$ cat src/svt_pkg.sv
// Package for the 3x3 Sauvola threshold block: item types, constants and helpers.
package svt_pkg;

  localparam int unsigned PixW    = 8;
  localparam int unsigned NumPix  = 9;
  localparam int unsigned SumW    = 12;
  localparam int unsigned SqW     = 16;
  localparam int unsigned DevW    = 20;
  localparam int unsigned QuoW    = 17;
  localparam int unsigned FracW   = 16;
  localparam int unsigned RadW    = 1 + QuoW + FracW;
  localparam int unsigned RootW   = RadW / 2;
  localparam int unsigned RemW    = RootW + 2;
  localparam int unsigned SqBits  = 2;
  localparam int unsigned SqStg   = (RootW + SqBits - 1) / SqBits;
  localparam int unsigned KW      = 16;
  localparam int unsigned PW      = 34;
  localparam int unsigned NumW    = 43;
  localparam int unsigned ThrShft = 27;

  localparam logic [12:0]        MeanRecip = 13'd7282;
  localparam logic [20:0]        DevRecip  = 21'd1864136;
  localparam logic signed [15:0] KReset    = 16'sd819;
  localparam logic [PixW-1:0]    ThrMax    = 8'd255;

  typedef struct packed {
    logic [7:0] win_r0c0;
    logic [7:0] win_r0c1;
    logic [7:0] win_r0c2;
    logic [7:0] win_r1c0;
    logic [7:0] win_r1c1;
    logic [7:0] win_r1c2;
    logic [7:0] win_r2c0;
    logic [7:0] win_r2c1;
    logic [7:0] win_r2c2;
    logic [8:0] present_mask;
  } svt_in_t;

  typedef struct packed {
    logic [7:0] local_threshold;
    logic       pixel_white;
  } svt_out_t;

  typedef struct packed {
    logic [PixW-1:0] mean;
    logic [PixW-1:0] ctr;
  } svt_side_t;

  // floor(r * 65536 / 9) for a remainder r of a division by nine
  function automatic logic [FracW-1:0] svt_ninth_frac(input logic [3:0] r);
    logic [FracW-1:0] f;
    unique case (r)
      4'd0:    f = 16'd0;
      4'd1:    f = 16'd7281;
      4'd2:    f = 16'd14563;
      4'd3:    f = 16'd21845;
      4'd4:    f = 16'd29127;
      4'd5:    f = 16'd36408;
      4'd6:    f = 16'd43690;
      4'd7:    f = 16'd50972;
      4'd8:    f = 16'd58254;
      default: f = 16'd0;
    endcase
    return f;
  endfunction

endpackage

$ cat src/sauvola_threshold_3x3.sv
// Sauvola local threshold over a 3x3 window of 8-bit gray pixels; fully pipelined.
//
// Takes one window item per clock and returns one result item per window. Six stages form
// the masked sum, the mean, the squared deviations, their sum and the exact division by
// nine; nine stages take the square root two result bits each, one in the last; two
// multiply stages and an output register form and clamp the threshold. The output
// register belongs to the pipeline: when a result waits, the whole pipeline holds and
// in_ready_o drops until the result is taken. The sensitivity register is taken at any
// cycle (cfg_ready_o is always high) and is meant to change only while no item is inside.
module sauvola_threshold_3x3 (
  input  logic                    clk_i,
  input  logic                    rst_ni,
  input  logic                    in_valid_i,
  output logic                    in_ready_o,
  input  svt_pkg::svt_in_t        in_data_i,
  output logic                    out_valid_o,
  input  logic                    out_ready_i,
  output svt_pkg::svt_out_t       out_data_o,
  input  logic                    cfg_valid_i,
  output logic                    cfg_ready_o,
  input  logic signed [15:0]      cfg_data_i
);
  import svt_pkg::*;

  localparam int unsigned SMean  = 1;
  localparam int unsigned SDiv   = 4;
  localparam int unsigned SRoot0 = 6;
  localparam int unsigned SRootL = SRoot0 + SqStg - 1;
  localparam int unsigned NumStg = SRootL + 4;
  localparam int unsigned SOut   = NumStg - 1;

  logic                   en;
  logic [NumStg-1:0]      vld_q, vld_d;
  logic signed [KW-1:0]   k_q;

  logic [PixW-1:0]        px_in [NumPix];
  logic [PixW-1:0]        s1_px_q [NumPix];
  logic [NumPix-1:0]      s1_mask_q;
  logic [SumW-1:0]        s1_sum_q, s1_sum_d;
  logic [PixW-1:0]        s1_ctr_q;

  logic [24:0]            mean_prod;
  logic [PixW-1:0]        s2_px_q [NumPix];
  logic [NumPix-1:0]      s2_mask_q;
  logic [PixW-1:0]        s2_m_q;
  logic [PixW-1:0]        s2_ctr_q;

  logic [SqW-1:0]         s3_sq_q [NumPix];
  logic [SqW-1:0]         s3_sq_d [NumPix];
  svt_side_t              s3_side_q;

  logic [DevW-1:0]        s4_dev_q, s4_dev_d;
  svt_side_t              s4_side_q;

  logic [40:0]            div_prod;
  logic [QuoW-1:0]        s5_a_q;
  logic [DevW-1:0]        s5_dev_q;
  svt_side_t              s5_side_q;

  logic [DevW-1:0]        nine_a;
  logic [DevW-1:0]        rad_rem;
  logic [RadW-1:0]        s6_rad_q;
  svt_side_t              s6_side_q;

  logic [RemW-1:0]        rem_src [SqStg];
  logic [RootW-1:0]       root_src [SqStg];
  logic [RadW-1:0]        rad_src [SqStg];
  logic [RemW-1:0]        sq_rem_d [SqStg];
  logic [RootW-1:0]       sq_root_d [SqStg];
  logic [RadW-1:0]        sq_rad_d [SqStg];
  logic [RemW-1:0]        sq_rem_q [SqStg];
  logic [RootW-1:0]       sq_root_q [SqStg];
  logic [RadW-1:0]        sq_rad_q [SqStg-1];
  svt_side_t              sq_side_q [SqStg];

  logic signed [RootW:0]  dlt;
  logic signed [PW-1:0]   mu_prod;
  logic signed [PW-1:0]   mu1_p_q;
  svt_side_t              mu1_side_q;

  logic signed [NumW-1:0] mu2_num_d, mu2_num_q;
  logic [PixW-1:0]        mu2_ctr_q;

  logic [NumW-ThrShft-1:0] thr_hi;
  logic [PixW-1:0]        thr;
  svt_out_t               out_q, out_d;

  assign en          = !vld_q[SOut] || out_ready_i;
  assign in_ready_o  = en;
  assign out_valid_o = vld_q[SOut];
  assign out_data_o  = out_q;
  assign cfg_ready_o = 1'b1;
  assign vld_d       = {vld_q[NumStg-2:0], in_valid_i};

  always_ff @(posedge clk_i or negedge rst_ni) begin
    if (!rst_ni) begin
      vld_q <= '0;
      k_q   <= KReset;
    end else begin
      if (en) begin
        vld_q <= vld_d;
      end
      if (cfg_valid_i) begin
        k_q <= cfg_data_i;
      end
    end
  end

  assign px_in[0] = in_data_i.win_r0c0;
  assign px_in[1] = in_data_i.win_r0c1;
  assign px_in[2] = in_data_i.win_r0c2;
  assign px_in[3] = in_data_i.win_r1c0;
  assign px_in[4] = in_data_i.win_r1c1;
  assign px_in[5] = in_data_i.win_r1c2;
  assign px_in[6] = in_data_i.win_r2c0;
  assign px_in[7] = in_data_i.win_r2c1;
  assign px_in[8] = in_data_i.win_r2c2;

  always_comb begin
    s1_sum_d = '0;
    for (int i = 0; i < NumPix; i++) begin
      if (in_data_i.present_mask[i]) begin
        s1_sum_d = s1_sum_d + SumW'(px_in[i]);
      end
    end
  end

  assign mean_prod = 25'(s1_sum_q) * 25'(MeanRecip);

  always_comb begin
    logic signed [PixW:0]   d;
    logic signed [2*PixW+1:0] dd;
    for (int i = 0; i < NumPix; i++) begin
      d  = $signed({1'b0, s2_px_q[i]}) - $signed({1'b0, s2_m_q});
      dd = d * d;
      s3_sq_d[i] = s2_mask_q[i] ? dd[SqW-1:0] : '0;
    end
  end

  always_comb begin
    s4_dev_d = '0;
    for (int i = 0; i < NumPix; i++) begin
      s4_dev_d = s4_dev_d + DevW'(s3_sq_q[i]);
    end
  end

  assign div_prod = 41'(s4_dev_q) * 41'(DevRecip);
  assign nine_a   = {s5_a_q, 3'b000} + DevW'(s5_a_q);
  assign rad_rem  = s5_dev_q - nine_a;

  always_comb begin
    logic [RemW-1:0]  rem;
    logic [RootW-1:0] root;
    logic [RadW-1:0]  rad;
    logic [RemW-1:0]  rem_t;
    logic [RemW-1:0]  trial;
    rem_src[0]  = '0;
    root_src[0] = '0;
    rad_src[0]  = s6_rad_q;
    for (int k = 1; k < SqStg; k++) begin
      rem_src[k]  = sq_rem_q[k-1];
      root_src[k] = sq_root_q[k-1];
      rad_src[k]  = sq_rad_q[k-1];
    end
    for (int k = 0; k < SqStg; k++) begin
      rem  = rem_src[k];
      root = root_src[k];
      rad  = rad_src[k];
      for (int j = 0; j < SqBits; j++) begin
        if (k * SqBits + j < RootW) begin
          rem_t = {rem[RemW-3:0], rad[RadW-1 -: 2]};
          trial = {root, 2'b01};
          if (rem_t >= trial) begin
            rem  = rem_t - trial;
            root = {root[RootW-2:0], 1'b1};
          end else begin
            rem  = rem_t;
            root = {root[RootW-2:0], 1'b0};
          end
          rad = {rad[RadW-3:0], 2'b00};
        end
      end
      sq_rem_d[k]  = rem;
      sq_root_d[k] = root;
      sq_rad_d[k]  = rad;
    end
  end

  assign dlt       = $signed({1'b0, sq_root_q[SqStg-1]}) - $signed((RootW+1)'(32768));
  assign mu_prod   = k_q * dlt;
  assign mu2_num_d = $signed({1'b0, mu1_side_q.mean}) * mu1_p_q;
  assign thr_hi    = mu2_num_q[NumW-1:ThrShft];

  always_comb begin
    if (mu2_num_q[NumW-1] || (mu2_num_q == '0)) begin
      thr = '0;
    end else if (thr_hi > (NumW-ThrShft)'(ThrMax)) begin
      thr = ThrMax;
    end else begin
      thr = thr_hi[PixW-1:0];
    end
    out_d.local_threshold = thr;
    out_d.pixel_white     = (mu2_ctr_q > thr);
  end

  always_ff @(posedge clk_i) begin
    if (en) begin
      for (int i = 0; i < NumPix; i++) begin
        s1_px_q[i] <= px_in[i];
        s2_px_q[i] <= s1_px_q[i];
        s3_sq_q[i] <= s3_sq_d[i];
      end
      s1_mask_q <= in_data_i.present_mask;
      s1_sum_q  <= s1_sum_d;
      s1_ctr_q  <= in_data_i.win_r1c1;

      s2_mask_q <= s1_mask_q;
      s2_m_q    <= mean_prod[23:16];
      s2_ctr_q  <= s1_ctr_q;

      s3_side_q.mean <= s2_m_q;
      s3_side_q.ctr  <= s2_ctr_q;

      s4_dev_q  <= s4_dev_d;
      s4_side_q <= s3_side_q;

      s5_a_q    <= div_prod[40:24];
      s5_dev_q  <= s4_dev_q;
      s5_side_q <= s4_side_q;

      s6_rad_q  <= {1'b0, s5_a_q, svt_ninth_frac(rad_rem[3:0])};
      s6_side_q <= s5_side_q;

      for (int k = 0; k < SqStg; k++) begin
        sq_rem_q[k]  <= sq_rem_d[k];
        sq_root_q[k] <= sq_root_d[k];
      end
      for (int k = 0; k < SqStg - 1; k++) begin
        sq_rad_q[k] <= sq_rad_d[k];
      end
      sq_side_q[0] <= s6_side_q;
      for (int k = 1; k < SqStg; k++) begin
        sq_side_q[k] <= sq_side_q[k-1];
      end

      mu1_p_q    <= mu_prod + $signed(PW'(1) << ThrShft);
      mu1_side_q <= sq_side_q[SqStg-1];

      mu2_num_q <= mu2_num_d;
      mu2_ctr_q <= mu1_side_q.ctr;

      out_q <= out_d;
    end
  end

  a_mean_floor: assert property (@(posedge clk_i) disable iff (!rst_ni)
    (vld_q[SMean] && $past(en)) |->
      ((13'(s2_m_q) * 13'd9 <= 13'($past(s1_sum_q))) &&
       (13'($past(s1_sum_q)) < 13'(s2_m_q) * 13'd9 + 13'd9)))
    else $error("mean is not the floor of sum by nine");

  a_div_exact: assert property (@(posedge clk_i) disable iff (!rst_ni)
    vld_q[SDiv] |-> ((nine_a <= s5_dev_q) && (rad_rem < DevW'(9))))
    else $error("deviation quotient by nine is off");

  a_root_floor: assert property (@(posedge clk_i) disable iff (!rst_ni)
    vld_q[SRootL] |-> (sq_rem_q[SqStg-1] <= {1'b0, sq_root_q[SqStg-1], 1'b0}))
    else $error("square root remainder exceeds twice the root");

endmodule

$ cat config.mk
export PLATFORM = sky130hd
export DESIGN_NAME = sauvola_threshold_3x3
export DESIGN_NICKNAME = d
export VERILOG_FILES = /design/src/svt_pkg.sv /design/src/sauvola_threshold_3x3.sv
export SDC_FILE = /design/constraint.sdc
export NUM_CORES = 2
export LEC_CHECK = 0
export BUFFER_PORTS_ARGS = -buffer_cell sky130_fd_sc_hd__buf_4
export CELL_PAD_IN_SITES_DETAIL_PLACEMENT = 1
export CELL_PAD_IN_SITES_GLOBAL_PLACEMENT = 1
export CORE_MARGIN = 2
export CORE_UTILIZATION = 50
export CTS_CLUSTER_SIZE = 8
export DETAILED_ROUTE_END_ITERATION = 8
export PLACE_DENSITY_LB_ADDON = 0.25
export SLEW_MARGIN = 20
export SYNTH_ARGS = -nofsm -noshare
export SYNTH_HDL_FRONTEND = slang
export SYNTH_SLANG_ARGS = --single-unit
$ cat constraint.sdc
create_clock -name clk_i -period 40.4 [get_ports clk_i]
set_clock_uncertainty 0.1 [all_clocks]
set_input_delay 2.02 -clock clk_i [delete_from_list [all_inputs] [get_ports clk_i]]
set_output_delay 2.02 -clock clk_i [all_outputs]
set_load 0.005 [all_outputs]
==> impl_results.md <==
* Iter 0 DRT Violations at 3067
* Main combinational cell family by area after synthesis: adder cells
* Port-buffer cells at 112
* First-pass DRT Iterations at 5
* FF-to-FF Start: s2_m_q[0]
* Post-synthesis xor/xnor area fraction at 0.0488
* Largest net degree at the start of global routing at 88
* Final setup violation count at 0
* # Post-CTS Setup Buffers at 0
* Remaining Overflow, GRT at 0
* Routability Congestion at 0.899
* Core ar. at 197000 um2
* Post-synth top cells: 1705 x inv_1, 1220 x fa_1, 1026 x ha_1
* Final Cell Area at 107000 um2
* Clk slew on worst S/H paths at 0.06 ns
* Worst EP arrival at 11.54 ns
* Die W at 448 um
* Synth area leaders: edfxtp_1 30%, fa_1 25%, ha_1 13%
* Wirelength, routed at 250000 um
* EDFF count, synth at 988
* Placed inst area at 103000 um2
* Crit path launch type: primary input
* CTS sink cnt at 1022
* Final hold vios at 0
* Ys flop type: edfxtp_1
* Crit path max fanout at 9
* R2R depth at 30
* TritonCTS Buffers at 152
* Post-synthesis compound-gate area fraction at 0.0778
* Post-synthesis mux area share at 0.0146
* Met3 Use GR at 0.0279
* Critical Path End Type: flip-flop
* Share of layout cells above drive strength 1 at 0.0567
* Cells after synthesis at 9001
* Worst Hold Endpoint: s2_px_q[0][60]
* Final setup TNS at 0 ns
* Initial antenna violation count at 10
* DIE AREA at 201000 um2
* Clk buf depth at 3
* Run status: finished clean
* Starting Density at 0.502
* Routed WL per cell at 21.1 um
* Vias at 64700
* CTS Root Cell: clkbuf_16
* RSZ-0062 raised after global routing: false
* # hold bufs at CTS at 0
* Final HPWL DP at 200000 um
* Met2 global-route usage at 0.460
* R2R setup slack at 31.80 ns
* Hold Crit Start: s1_px_q[0][60]
* Vias in the first global route at 73500
* GR peak layer: met2
* Worst Hold Depth at 0
* FF+latch count, synth at 1022
* Max frequency at 0.0903 GHz
* Most Frequent Cell on Critical Path: o21ai_0
* Hold Crit Class: flip-flop to flip-flop
* Syn avg cell area at 11.0 um2
* Sequential area share after synthesis at 0.309
* Max-slew headroom at 0.209
* Simple-gate share of the synthesized area at 0.101
* Max Cap Viol at 0
* Net count after synthesis at 11300
* H-tree Lvls at 4
* Slew Limit Fails at 0
* Top Ports at 114
* Post-route ant nets at 0
* Period utilization at 0.274
* Synth Warn # at 0
* Vias/cell at 5.45
* Worst path max stage delay at 0.52 ns
* Ys async rst share at 0.0333
* Biggest area consumer among synthesized cells: edfxtp_1
* Top-area cell type share of the netlist area at 0.300
* Kind of critical path: primary input to flip-flop
* Global-route wire length before repair at 403000 um
* # DRC at 0
* Met1 Track Usage GR at 0.326
* Tightest Pin Transition at 1.18 ns
* CTS tree: built
* # rows at 163
* Clock Latency Late Sink at 0.82 ns
* RR Endpoint: s3_sq_q[0][31]
* Most frequent cell after synthesis: inv_1
* Final #Nets at 11500
* Synth unique cells at 112
* Final Util at 0.544
* Min Tclk post-route at 11.07 ns
* Critical path's slowest cell: fa_1
* GRT Util Overall at 0.257
* Synth Area in Adders at 0.377
* Area Overhead vs Synth at 8.46%
* Chip Height at 448 um
* Mapped cell area at 98800 um2
* Post-CTS sizing at 0
* CP Data Required Time at 40.87 ns
[cell type report]
type,instances,area (um2)
diodes,4,10.0
clock buffers,183,3940
clock inverters,28,478
fillers,20900,89700
inverters,1720,6460
multi-input cells,6112,61200
flip-flops and latches,1022,30500
well taps,2640,3300
repair buffers,157,1220
[cell families (layout without fill, tap and decap cells)]
kind of cell | after synthesis | in the layout
simple gates | 2009 | 2009
mux | 129 | 129
buf+inv | 1867 | 2088
compound gates | 1176 | 1176
fa+ha+maj | 2247 | 2247
other cells | 1 | 5
flops | 1022 | 1022
xor+xnor | 550 | 550
[through the flow]
step,setup slack (ns),std cells,hold slack (ns)
finish,29.33,11900,0.302
global route,28.50,11900,0.308
CTS,29.44,11900,0.303
detailed placement,28.54,11600,0.305
global placement,28.94,11600,0.300
floorplan,7.37,9001,0.300
[layout by cell type (no fill, tap or decap), types with 32 or more instances in the layout]
cell,n
o21ai_0,192
or3_1,33
nand2b_1,92
nand2_1,592
buf_4,154
a21o_1,162
o21bai_1,118
and2_1,441
o31ai_1,33
xor2_1,147
nor3_1,59
nand3_1,64
and3_1,32
xnor2_1,401
fa_1,1220
nor2_1,473
edfxtp_1,988
inv_1,1705
a21oi_1,362
o21a_1,70
ha_1,1026
clkbuf_16,152
nor2b_1,73
a211oi_1,39
mux2_2,98
[worst max path at each step]
stage                  from      endpoint  slack (ns)  depth (start not counted)
2_1_floorplan   out_ready_i     vld_q[10]        7.37                          4
3_3_place_gp   in_data_i[0]  s1_sum_q[11]       28.94                         41
3_5_place_dp   in_data_i[0]  s1_sum_q[11]       28.54                         41
4_1_cts        in_data_i[0]  s1_sum_q[11]       29.44                         41
5_1_grt        in_data_i[0]  s1_sum_q[11]       28.50                         41
6_report       in_data_i[0]  s1_sum_q[11]       29.33                         41
[sequential cells by signal (all words and copies together), names as in the netlist, 18 cells and up]
name and count:
mu1_p_q 34, mu2_num_q 43, s1_px_q 65, s2_px_q 65, s3_sq_q 135, s4_dev_q 20, s6_rad_q 23, sq_rad_q 76
sq_rem_q 124, sq_root_q 89, sq_side_q 144, vld_q 18
[critical path: cells and delay by family]
kind,cells,cell delay (ns)
compound gates,12,2.77
xor+xnor,3,0.34
fa+ha+maj,9,3.43
buf+inv,5,0.49
mux,5,1.65
simple gates,7,0.84
[metal layers]
layer | routed length (um) | vias up
li1 | - | 29700
met1 | 105000 | 33500
met4 | 7270 | 4
met3 | 8030 | 390
met2 | 129000 | 1086
met5 | 28 | -
Power is not shown: default switching activity piles up to over one toggle a cycle in this logic, so the estimate is an artifact.
